--- src/sv/mwc_pkg.sv ---
package mwc_pkg;
  localparam logic [31:0] SEED_W_RESET = 32'd521288629;
  localparam logic [31:0] SEED_Z_RESET = 32'd362436069;
  localparam int MAX_TRIES = 32;

  localparam logic [3:0] OP_R32     = 4'd0;
  localparam logic [3:0] OP_R64     = 4'd1;
  localparam logic [3:0] OP_R16     = 4'd2;
  localparam logic [3:0] OP_R8      = 4'd3;
  localparam logic [3:0] OP_R1      = 4'd4;
  localparam logic [3:0] OP_MOD8    = 4'd5;
  localparam logic [3:0] OP_MOD16   = 4'd6;
  localparam logic [3:0] OP_MOD32   = 4'd7;
  localparam logic [3:0] OP_MOD32P2 = 4'd8;
  localparam logic [3:0] OP_MOD64   = 4'd9;

  localparam logic REG_SEED_W = 1'b0;
  localparam logic REG_SEED_Z = 1'b1;

  typedef enum logic [3:0] {
    ST_IDLE, ST_DRAW, ST_DRAW2, ST_SHIFT, ST_CHECK, ST_DIV, ST_DONE
  } state_t;
endpackage

--- src/sv/mwc_divider.sv ---
// Restoring divider, one quotient bit per cycle; only the remainder is kept.
module mwc_divider (
  input  logic        clk,
  input  logic        rst,
  input  logic        start,
  input  logic [63:0] dividend,
  input  logic [63:0] divisor,
  output logic        busy,
  output logic [63:0] remainder
);
  logic [63:0] rem;
  logic [63:0] quo;
  logic [63:0] dvs;
  logic [6:0]  count;
  logic [64:0] trial;

  assign trial = {rem, quo[63]} - {1'b0, dvs};
  assign busy = (count != 7'd0);
  assign remainder = rem;

  always_ff @(posedge clk) begin
    if (rst) begin
      count <= 7'd0;
    end else if (start) begin
      count <= 7'd64;
    end else if (busy) begin
      count <= count - 7'd1;
    end
  end

  always_ff @(posedge clk) begin
    if (start) begin
      rem <= 64'd0;
      quo <= dividend;
      dvs <= divisor;
    end else if (busy) begin
      quo <= {quo[62:0], 1'b0};
      if (!trial[64] || rem[63]) begin
        rem <= trial[63:0];
      end else begin
        rem <= {rem[62:0], quo[63]};
      end
    end
  end
endmodule

--- src/sv/mwc_random_source_with_modn.sv ---
// Multiply-with-carry random source. Two 16-bit MWC generators step once per
// 32-bit draw. One request is served at a time: in_stall is high from the
// cycle after an input transfer until the cycle after the result transfer.
// After the input transfer a request passes ST_SHIFT, then ST_DRAW, then
// ST_DONE, where out_valid rises, for r32, r16, r8, r1, a zero modulus, an
// unused opcode and the power-of-two shortcut of mod32p2; r64 and the
// power-of-two shortcut of mod64 add ST_DRAW2 for the low half. A rejection
// request stays in ST_SHIFT while it shifts the threshold up to the top bit
// (at most 63 shifts), makes at most 32 tries of ST_DRAW (and ST_DRAW2 for
// mod64) and ST_CHECK, then waits in ST_DIV for the shared one-bit-per-cycle
// divider. Seed writes through the APB port reload the generator words;
// write them only while idle.
module mwc_random_source_with_modn (
  input  logic        clk,
  input  logic        rst,
  input  logic        in_valid,
  output logic        in_stall,
  input  logic [3:0]  opcode,
  input  logic [63:0] modulus,
  output logic        out_valid,
  input  logic        out_stall,
  output logic [63:0] random_value,
  input  logic        psel,
  input  logic        penable,
  input  logic        pwrite,
  input  logic [2:0]  paddr,
  input  logic [31:0] pwdata,
  output logic [31:0] prdata,
  output logic        pready
);
  mwc_pkg::state_t state, state_next;
  logic [31:0] gen_z, gen_w, seed_w, seed_z;
  logic half_left; logic [31:0] half_buffer;
  logic [1:0] byte_left; logic [31:0] byte_buffer;
  logic [4:0] bit_left; logic [31:0] bit_buffer;
  logic [3:0] op;
  logic [63:0] m, thr, v, result;
  logic [6:0] width;
  logic [5:0] tries;
  logic [31:0] z_next, w_next, d32;
  logic wr;
  logic div_start, div_busy;
  logic [63:0] div_rem;
  logic [63:0] mm;
  logic [63:0] sub_v;
  logic [63:0] top;
  logic pow2;
  logic draw_en;
  logic two_draws;

  assign pready = 1'b1;
  assign wr = psel && penable && pwrite;
  assign prdata = (paddr[2] == mwc_pkg::REG_SEED_Z) ? seed_z : seed_w;
  assign z_next = 32'd36969 * {16'd0, gen_z[15:0]} + {16'd0, gen_z[31:16]};
  assign w_next = 32'd18000 * {16'd0, gen_w[15:0]} + {16'd0, gen_w[31:16]};
  assign d32 = {z_next[15:0], 16'd0} + w_next;
  assign in_stall = (state != mwc_pkg::ST_IDLE);
  assign out_valid = (state == mwc_pkg::ST_DONE);
  assign random_value = result;
  assign top = 64'd1 << (width - 7'd1);
  assign div_start = (state == mwc_pkg::ST_CHECK) && ((v < thr) || tries == 6'd0);

  // Draw nothing for unused opcodes and for a zero modulus.
  assign draw_en = (op <= mwc_pkg::OP_MOD64) && !(op >= mwc_pkg::OP_MOD8 && m == 64'd0);
  // r64 and every nonzero mod64 request take a second draw for the low half.
  assign two_draws = (op == mwc_pkg::OP_R64) || (op == mwc_pkg::OP_MOD64 && m != 64'd0);

  // Mask modulus to the variant width.
  always_comb begin
    case (opcode) inside
      mwc_pkg::OP_MOD8:  mm = {56'd0, modulus[7:0]};
      mwc_pkg::OP_MOD16: mm = {48'd0, modulus[15:0]};
      mwc_pkg::OP_MOD32, mwc_pkg::OP_MOD32P2: mm = {32'd0, modulus[31:0]};
      default: mm = modulus;
    endcase
  end
  assign pow2 = ((mm & (mm - 64'd1)) == 64'd0);

  // Sub-word value for the current draw, from buffer or fresh draw.
  always_comb begin
    case (op) inside
      mwc_pkg::OP_R16, mwc_pkg::OP_MOD16:
        sub_v = half_left ? {48'd0, half_buffer[31:16]} : {48'd0, d32[15:0]};
      mwc_pkg::OP_R8, mwc_pkg::OP_MOD8:
        sub_v = (byte_left != 2'd0) ? {56'd0, byte_buffer[15:8]} : {56'd0, d32[7:0]};
      default:
        sub_v = (bit_left != 5'd0) ? {63'd0, bit_buffer[1]} : {63'd0, d32[0]};
    endcase
  end

  mwc_divider u_div (
    .clk(clk), .rst(rst), .start(div_start), .dividend(v), .divisor(m),
    .busy(div_busy), .remainder(div_rem)
  );

  always_comb begin
    state_next = state;
    unique case (state)
      mwc_pkg::ST_IDLE: if (in_valid) state_next = mwc_pkg::ST_SHIFT;
      mwc_pkg::ST_SHIFT: begin
        if (thr < top && m != 64'd0 && width != 7'd0) state_next = mwc_pkg::ST_SHIFT;
        else state_next = mwc_pkg::ST_DRAW;
      end
      mwc_pkg::ST_DRAW: begin
        if (two_draws) state_next = mwc_pkg::ST_DRAW2;
        else if (width != 7'd0) state_next = mwc_pkg::ST_CHECK;
        else state_next = mwc_pkg::ST_DONE;
      end
      mwc_pkg::ST_DRAW2: begin
        if (width != 7'd0) state_next = mwc_pkg::ST_CHECK;
        else state_next = mwc_pkg::ST_DONE;
      end
      mwc_pkg::ST_CHECK: begin
        if (div_start) state_next = mwc_pkg::ST_DIV;
        else state_next = mwc_pkg::ST_DRAW;
      end
      mwc_pkg::ST_DIV: if (!div_busy) state_next = mwc_pkg::ST_DONE;
      mwc_pkg::ST_DONE: if (!out_stall) state_next = mwc_pkg::ST_IDLE;
      default: state_next = mwc_pkg::ST_IDLE;
    endcase
  end

  always_ff @(posedge clk) begin
    if (rst) begin
      state <= mwc_pkg::ST_IDLE;
    end else begin
      state <= state_next;
    end
  end

  always_ff @(posedge clk) begin
    if (rst) begin
      gen_z <= mwc_pkg::SEED_Z_RESET; gen_w <= mwc_pkg::SEED_W_RESET;
      seed_z <= mwc_pkg::SEED_Z_RESET; seed_w <= mwc_pkg::SEED_W_RESET;
      half_left <= 1'b0; half_buffer <= 32'd0;
      byte_left <= 2'd0; byte_buffer <= 32'd0;
      bit_left <= 5'd0; bit_buffer <= 32'd0;
    end else begin
      if (wr && paddr[2] == mwc_pkg::REG_SEED_W) begin
        seed_w <= pwdata; gen_w <= pwdata;
      end
      if (wr && paddr[2] == mwc_pkg::REG_SEED_Z) begin
        seed_z <= pwdata; gen_z <= pwdata;
      end
      case (state)
        mwc_pkg::ST_IDLE: begin
          op <= opcode;
          m <= mm;
          thr <= mm;
          tries <= 6'(mwc_pkg::MAX_TRIES - 1);
          result <= 64'd0;
          // Pick the rejection width, or drop to a plain draw.
          case (opcode)
            mwc_pkg::OP_MOD8:    width <= (mm != 64'd0) ? 7'd8 : 7'd0;
            mwc_pkg::OP_MOD16:   width <= (mm != 64'd0) ? 7'd16 : 7'd0;
            mwc_pkg::OP_MOD32:   width <= (mm != 64'd0) ? 7'd32 : 7'd0;
            mwc_pkg::OP_MOD32P2: width <= (mm != 64'd0 && !pow2) ? 7'd32 : 7'd0;
            mwc_pkg::OP_MOD64:   width <= (mm != 64'd0 && !pow2) ? 7'd64 : 7'd0;
            default: width <= 7'd0;
          endcase
        end
        mwc_pkg::ST_SHIFT: if (thr < top && m != 64'd0 && width != 7'd0) thr <= {thr[62:0], 1'b0};
        mwc_pkg::ST_DRAW: begin
          if (draw_en) begin
            case (op) inside
              mwc_pkg::OP_R16, mwc_pkg::OP_MOD16: begin
                half_left <= !half_left;
                if (half_left) half_buffer <= {16'd0, half_buffer[31:16]};
                else begin
                  half_buffer <= d32; gen_z <= z_next; gen_w <= w_next;
                end
                v <= sub_v; result <= sub_v;
              end
              mwc_pkg::OP_R8, mwc_pkg::OP_MOD8: begin
                if (byte_left != 2'd0) begin
                  byte_left <= byte_left - 2'd1;
                  byte_buffer <= {8'd0, byte_buffer[31:8]};
                end else begin
                  byte_left <= 2'd3; byte_buffer <= d32;
                  gen_z <= z_next; gen_w <= w_next;
                end
                v <= sub_v; result <= sub_v;
              end
              mwc_pkg::OP_R1: begin
                if (bit_left != 5'd0) begin
                  bit_left <= bit_left - 5'd1;
                  bit_buffer <= {1'b0, bit_buffer[31:1]};
                end else begin
                  bit_left <= 5'd31; bit_buffer <= d32;
                  gen_z <= z_next; gen_w <= w_next;
                end
                result <= sub_v;
              end
              default: begin
                gen_z <= z_next; gen_w <= w_next;
                v <= {32'd0, d32};
                if ((op == mwc_pkg::OP_MOD32P2 || op == mwc_pkg::OP_MOD64) && width == 7'd0)
                  result <= {32'd0, d32} & (m - 64'd1);
                else
                  result <= {32'd0, d32};
              end
            endcase
          end
        end
        mwc_pkg::ST_DRAW2: begin
          gen_z <= z_next; gen_w <= w_next;
          v <= {v[31:0], d32};
          if (op == mwc_pkg::OP_MOD64 && width == 7'd0)
            result <= {v[31:0], d32} & (m - 64'd1);
          else
            result <= {v[31:0], d32};
        end
        mwc_pkg::ST_CHECK: tries <= tries - 6'd1;
        mwc_pkg::ST_DIV: if (!div_busy && !div_start) result <= div_rem;
        default: ;
      endcase
    end
  end

  a_hold: assert property (@(posedge clk) disable iff (rst)
    out_valid && out_stall |=> out_valid && $stable(random_value)) else $error("result changed");
  a_busy: assert property (@(posedge clk) disable iff (rst)
    out_valid |-> in_stall) else $error("accepting while result pending");
  a_div: assert property (@(posedge clk) disable iff (rst)
    div_start |=> state == mwc_pkg::ST_DIV) else $error("divider start lost");
endmodule
--- config.mk ---
export PLATFORM = sky130hd
export DESIGN_NAME = mwc_random_source_with_modn
export DESIGN_NICKNAME = d
export VERILOG_FILES = /design/src/sv/mwc_pkg.sv /design/src/sv/mwc_divider.sv /design/src/sv/mwc_random_source_with_modn.sv
export SDC_FILE = /design/constraint.sdc
export NUM_CORES = 2
export LEC_CHECK = 0
export BUFFER_PORTS_ARGS = -buffer_cell sky130_fd_sc_hd__buf_2
export CORE_ASPECT_RATIO = 1.75
export CORE_MARGIN = 2
export CORE_UTILIZATION = 35
export CTS_BUF_LIST = sky130_fd_sc_hd__clkbuf_16
export CTS_CLUSTER_SIZE = 10
export DETAILED_ROUTE_END_ITERATION = 7
export GPL_ROUTABILITY_DRIVEN = 0
export SYNTH_ARGS = -nofsm -noshare
export SYNTH_HDL_FRONTEND = slang
export SYNTH_HIERARCHICAL = 1
export SYNTH_SLANG_ARGS = --single-unit
--- constraint.sdc ---
create_clock -name clk -period 26.4 [get_ports clk]
set_input_delay 3.96 -clock clk [delete_from_list [all_inputs] [get_ports clk]]
set_output_delay 3.96 -clock clk [all_outputs]
set_load 0.05 [all_outputs]
==> impl_metrics.env <==
export IMPL_pin_slew_with_the_least_headroom_to_its_limit_ns=1.31
export IMPL_synth_enable_flop_cells=398
export IMPL_finalHoldViolCount=0
export IMPL_fin_crit_ns=9.28
export IMPL_worst_ep_required_time_ns=26.81
export IMPL_finalWirelength_um=160000
export IMPL_first_iter_violations=3849
export IMPL_detail_route_antenna_nets=0
export IMPL_synth_lib_cells_used_distinct=96
export IMPL_worst_slack_setup_final_ns=17.12
export IMPL_grt_total_usage_pct=23.8
export IMPL_clk_pin_slew_ns=0.06
export IMPL_numCtsBuffers=80
export IMPL_post_dp_hpwl_um=124000
export IMPL_most_frequently_used_flop_master_after_synthesis="edfxtp_1"
export IMPL_fp_coreArea_um2=128000
export IMPL_max_cap_violations=0
export IMPL_pre_cts_slack_ns=17.15
export IMPL_synthesis_area_um2=45000
export IMPL_setup_tns_ns=0
export IMPL_antenna_found_initial=24
export IMPL_floorplan_initialDensity_pct=35.2
export IMPL_synth_sequential_area_ratio_pct=39.0
export IMPL_place_port_buffers=205
export IMPL_filler_cell_count=12800
export IMPL_grt_remaining_overflow=0
export IMPL_syn_inst=4832
export IMPL_design_portCount=209
export IMPL_routed_via_density=5.73
export IMPL_drt_drc_violations_left=0
export IMPL_ys_async_sr_fraction_pct=0
export IMPL_h_tree_level_count=3
export IMPL_cts_hold_fix_buffers=0
export IMPL_clockRootBuffer="clkbuf_16"
export IMPL_maxSlewHeadroom_pct=12.0
export IMPL_drt_pre_antenna_iters=8
export IMPL_grt_setup_unrepaired="false"
export IMPL_cts_max_path_buffers=3
export IMPL_critical_path_startpoint_type="register"
export IMPL_worstSetupEndpointType="register"
export IMPL_final_net_count=5544
export IMPL_synthesis_area_per_instance_um2=9.32
export IMPL_synth_nets=5443
export IMPL_final_hold_worst_slack_ns=0.436
export IMPL_final_max_slew_viol_count=0
export IMPL_clock_tree_from_tritoncts="built"
export IMPL_status="completed"
export IMPL_grt_pass1_vias=36700
export IMPL_fp_dieArea_um2=132000
export IMPL_worst_endpoint_arrival_ns=9.69
export IMPL_grt_first_pass_wirelength_um=232000
export IMPL_cp_max_fo=6
export IMPL_timing_worst_setup_path_type="register to register"
export IMPL_routed_wire_length_per_instance_um=24.1
export IMPL_worst_hold_path_type="register to register"
export IMPL_timing_final_crit_share_pct=35.2
export IMPL_post_cts_setup_buffers=0
export IMPL_final_layout_size_suffix_gt1_share_pct=10.4
export IMPL_cts_sink_count=679
export IMPL_die_width_um=275
export IMPL_dieHeight_um=478
export IMPL_cts_resized_gates=0
export IMPL_placement_rows=174
export IMPL_clock_insertion_delay_worst_skew_ns=0.70
export IMPL_yosysWarningCount=6
export IMPL_setup_violations_final=0
export IMPL_grt_max_degree=116
export IMPL_rrSetupSlack_ns=17.12
export IMPL_vias=38100
export IMPL_fmax_ghz=0.108
export IMPL_postSynthRegisterBits=679
export IMPL_flow_area_growth_from_synthesis_pct=11.1
export IMPL_clock_skew_final_ns=0.0400
[registers in the layout, summed over array words and instances, names as in the netlist, 7 cells and up]
name             count
m                   64
random_value        64
thr                 64
u_div/dvs           64
u_div/quo           64
u_div/remainder     64
v                   64
gen_w               32
gen_z               32
seed_w              32
seed_z              32
bit_buffer          31
byte_buffer         24
half_buffer         16
u_div/count          7
[kinds of logic (layout without fill, tap and decap cells)]
kind of cell	after synthesis	count (layout)	share of synthesized area [%]
AOI/OAI and AO/OA	1177	1177	17.2
and+or+nand+nor	1542	1542	16.2
other	1	6	0.00833
DFF	679	679	39.0
adders and majority gates	504	504	15.5
muxes	120	120	2.94
buffers and inverters	617	753	5.35
xor gates and xnor gates	192	192	3.74
[per-layer routing]
layer	vias to the layer above	global-route usage [%]	part of all wire [%]
li1	17600	-	-
met1	18200	24.6	34
met2	1719	41.1	49
met3	534	4.88	7.6
met4	24	19.5	9.5
met5	-	0.301	0.11
[layout by cell type, fill, tap and decap left out, types with 31 or more instances in the layout]
master and instances:
a211oi_1 68, a21o_1 69, a21oi_1 355, a22o_1 43
a311oi_1 73, a31oi_1 31, and2_1 108, buf_2 204
buf_4 51, clkbuf_16 80, dfxtp_1 281, edfxtp_1 398
fa_1 90, ha_1 411, inv_1 401, mux2_2 98
nand2_1 626, nand2b_1 52, nand3_1 74, nand4_1 45
nor2_1 322, nor3_1 79, nor4_1 51, o211ai_1 33
o21ai_0 221, or3_1 33, xnor2_1 120, xor2_1 72
[final timing paths]
check | to | depth (start not counted) | startpoint
setup / recovery | random_value[31]$_DFFE_PP_ | 26 | gen_w[5]$_SDFF_PP1_
hold / removal | seed_z[28]$_SDFFE_PP1P_ | 2 | seed_z[28]$_SDFFE_PP1P_
setup reg to reg | random_value[31]$_DFFE_PP_ | 26 | gen_w[5]$_SDFF_PP1_
hold reg to reg | seed_z[28]$_SDFFE_PP1P_ | 2 | seed_z[28]$_SDFFE_PP1P_
[synthesized netlist by cell type (73+ instances only)]
master / number / share of area (%)
fa_1: 90 / 4.0
clkbuf_1: 181 / 1.5
ha_1: 411 / 11
nand3_1: 75 / 0.83
nor3_1: 82 / 0.91
mux2_2: 98 / 2.5
o21ai_0: 221 / 2.5
a21oi_1: 356 / 4.0
a311oi_1: 73 / 1.4
xnor2_1: 120 / 2.3
edfxtp_1: 398 / 27
inv_1: 379 / 3.2
dfxtp_1: 281 / 12
nand2_1: 626 / 5.2
nor2_1: 327 / 2.7
and2_1: 108 / 1.5
[worst max-delay path: stages (launching register included)]
cell	delay (ns)
dfxtp_1	0.56
ha_1	0.31
ha_1	0.27
inv_1	0.05
fa_1	0.53
inv_1	0.06
fa_1	0.52
inv_1	0.05
fa_1	0.52
inv_1	0.04
ha_1	0.36
nand3_1	0.13
a211oi_1	0.45
o22ai_1	0.19
xnor2_1	0.30
nand3_1	0.19
or4_1	0.57
nor4_1	0.46
xor2_1	0.61
ha_1	0.38
or2_2	0.29
a21oi_1	0.25
a211oi_1	0.13
a311o_1	0.39
xnor2_1	0.43
xor2_1	0.76
o21ai_0	0.19
[area by class of cell]
class | instances | area, µm² | area share, %
Clock inverter | 37 | 340 | 0.681
Clock buffer | 80 | 2000 | 4.00
Multi-Input combinational cell | 3536 | 25100 | 50.2
Inverter | 379 | 1420 | 2.85
Antenna cell | 5 | 12.5 | 0.0250
Tap cell | 1672 | 2090 | 4.18
Sequential cell | 679 | 17600 | 35.1
Timing Repair Buffer | 257 | 1440 | 2.87
[metrics by stage]
step                instances  util, %  area [µm²]
detailed placement       6523     37.2       47700
finish                   6645     39.1       50000
global placement         6523     37.2       47700
floorplan                4832        -       45000
global route             6641     39.1       50000
CTS                      6640     39.1       50000
Power is not shown: default switching activity piles up to over one toggle a cycle in this logic, so the estimate is an artifact.
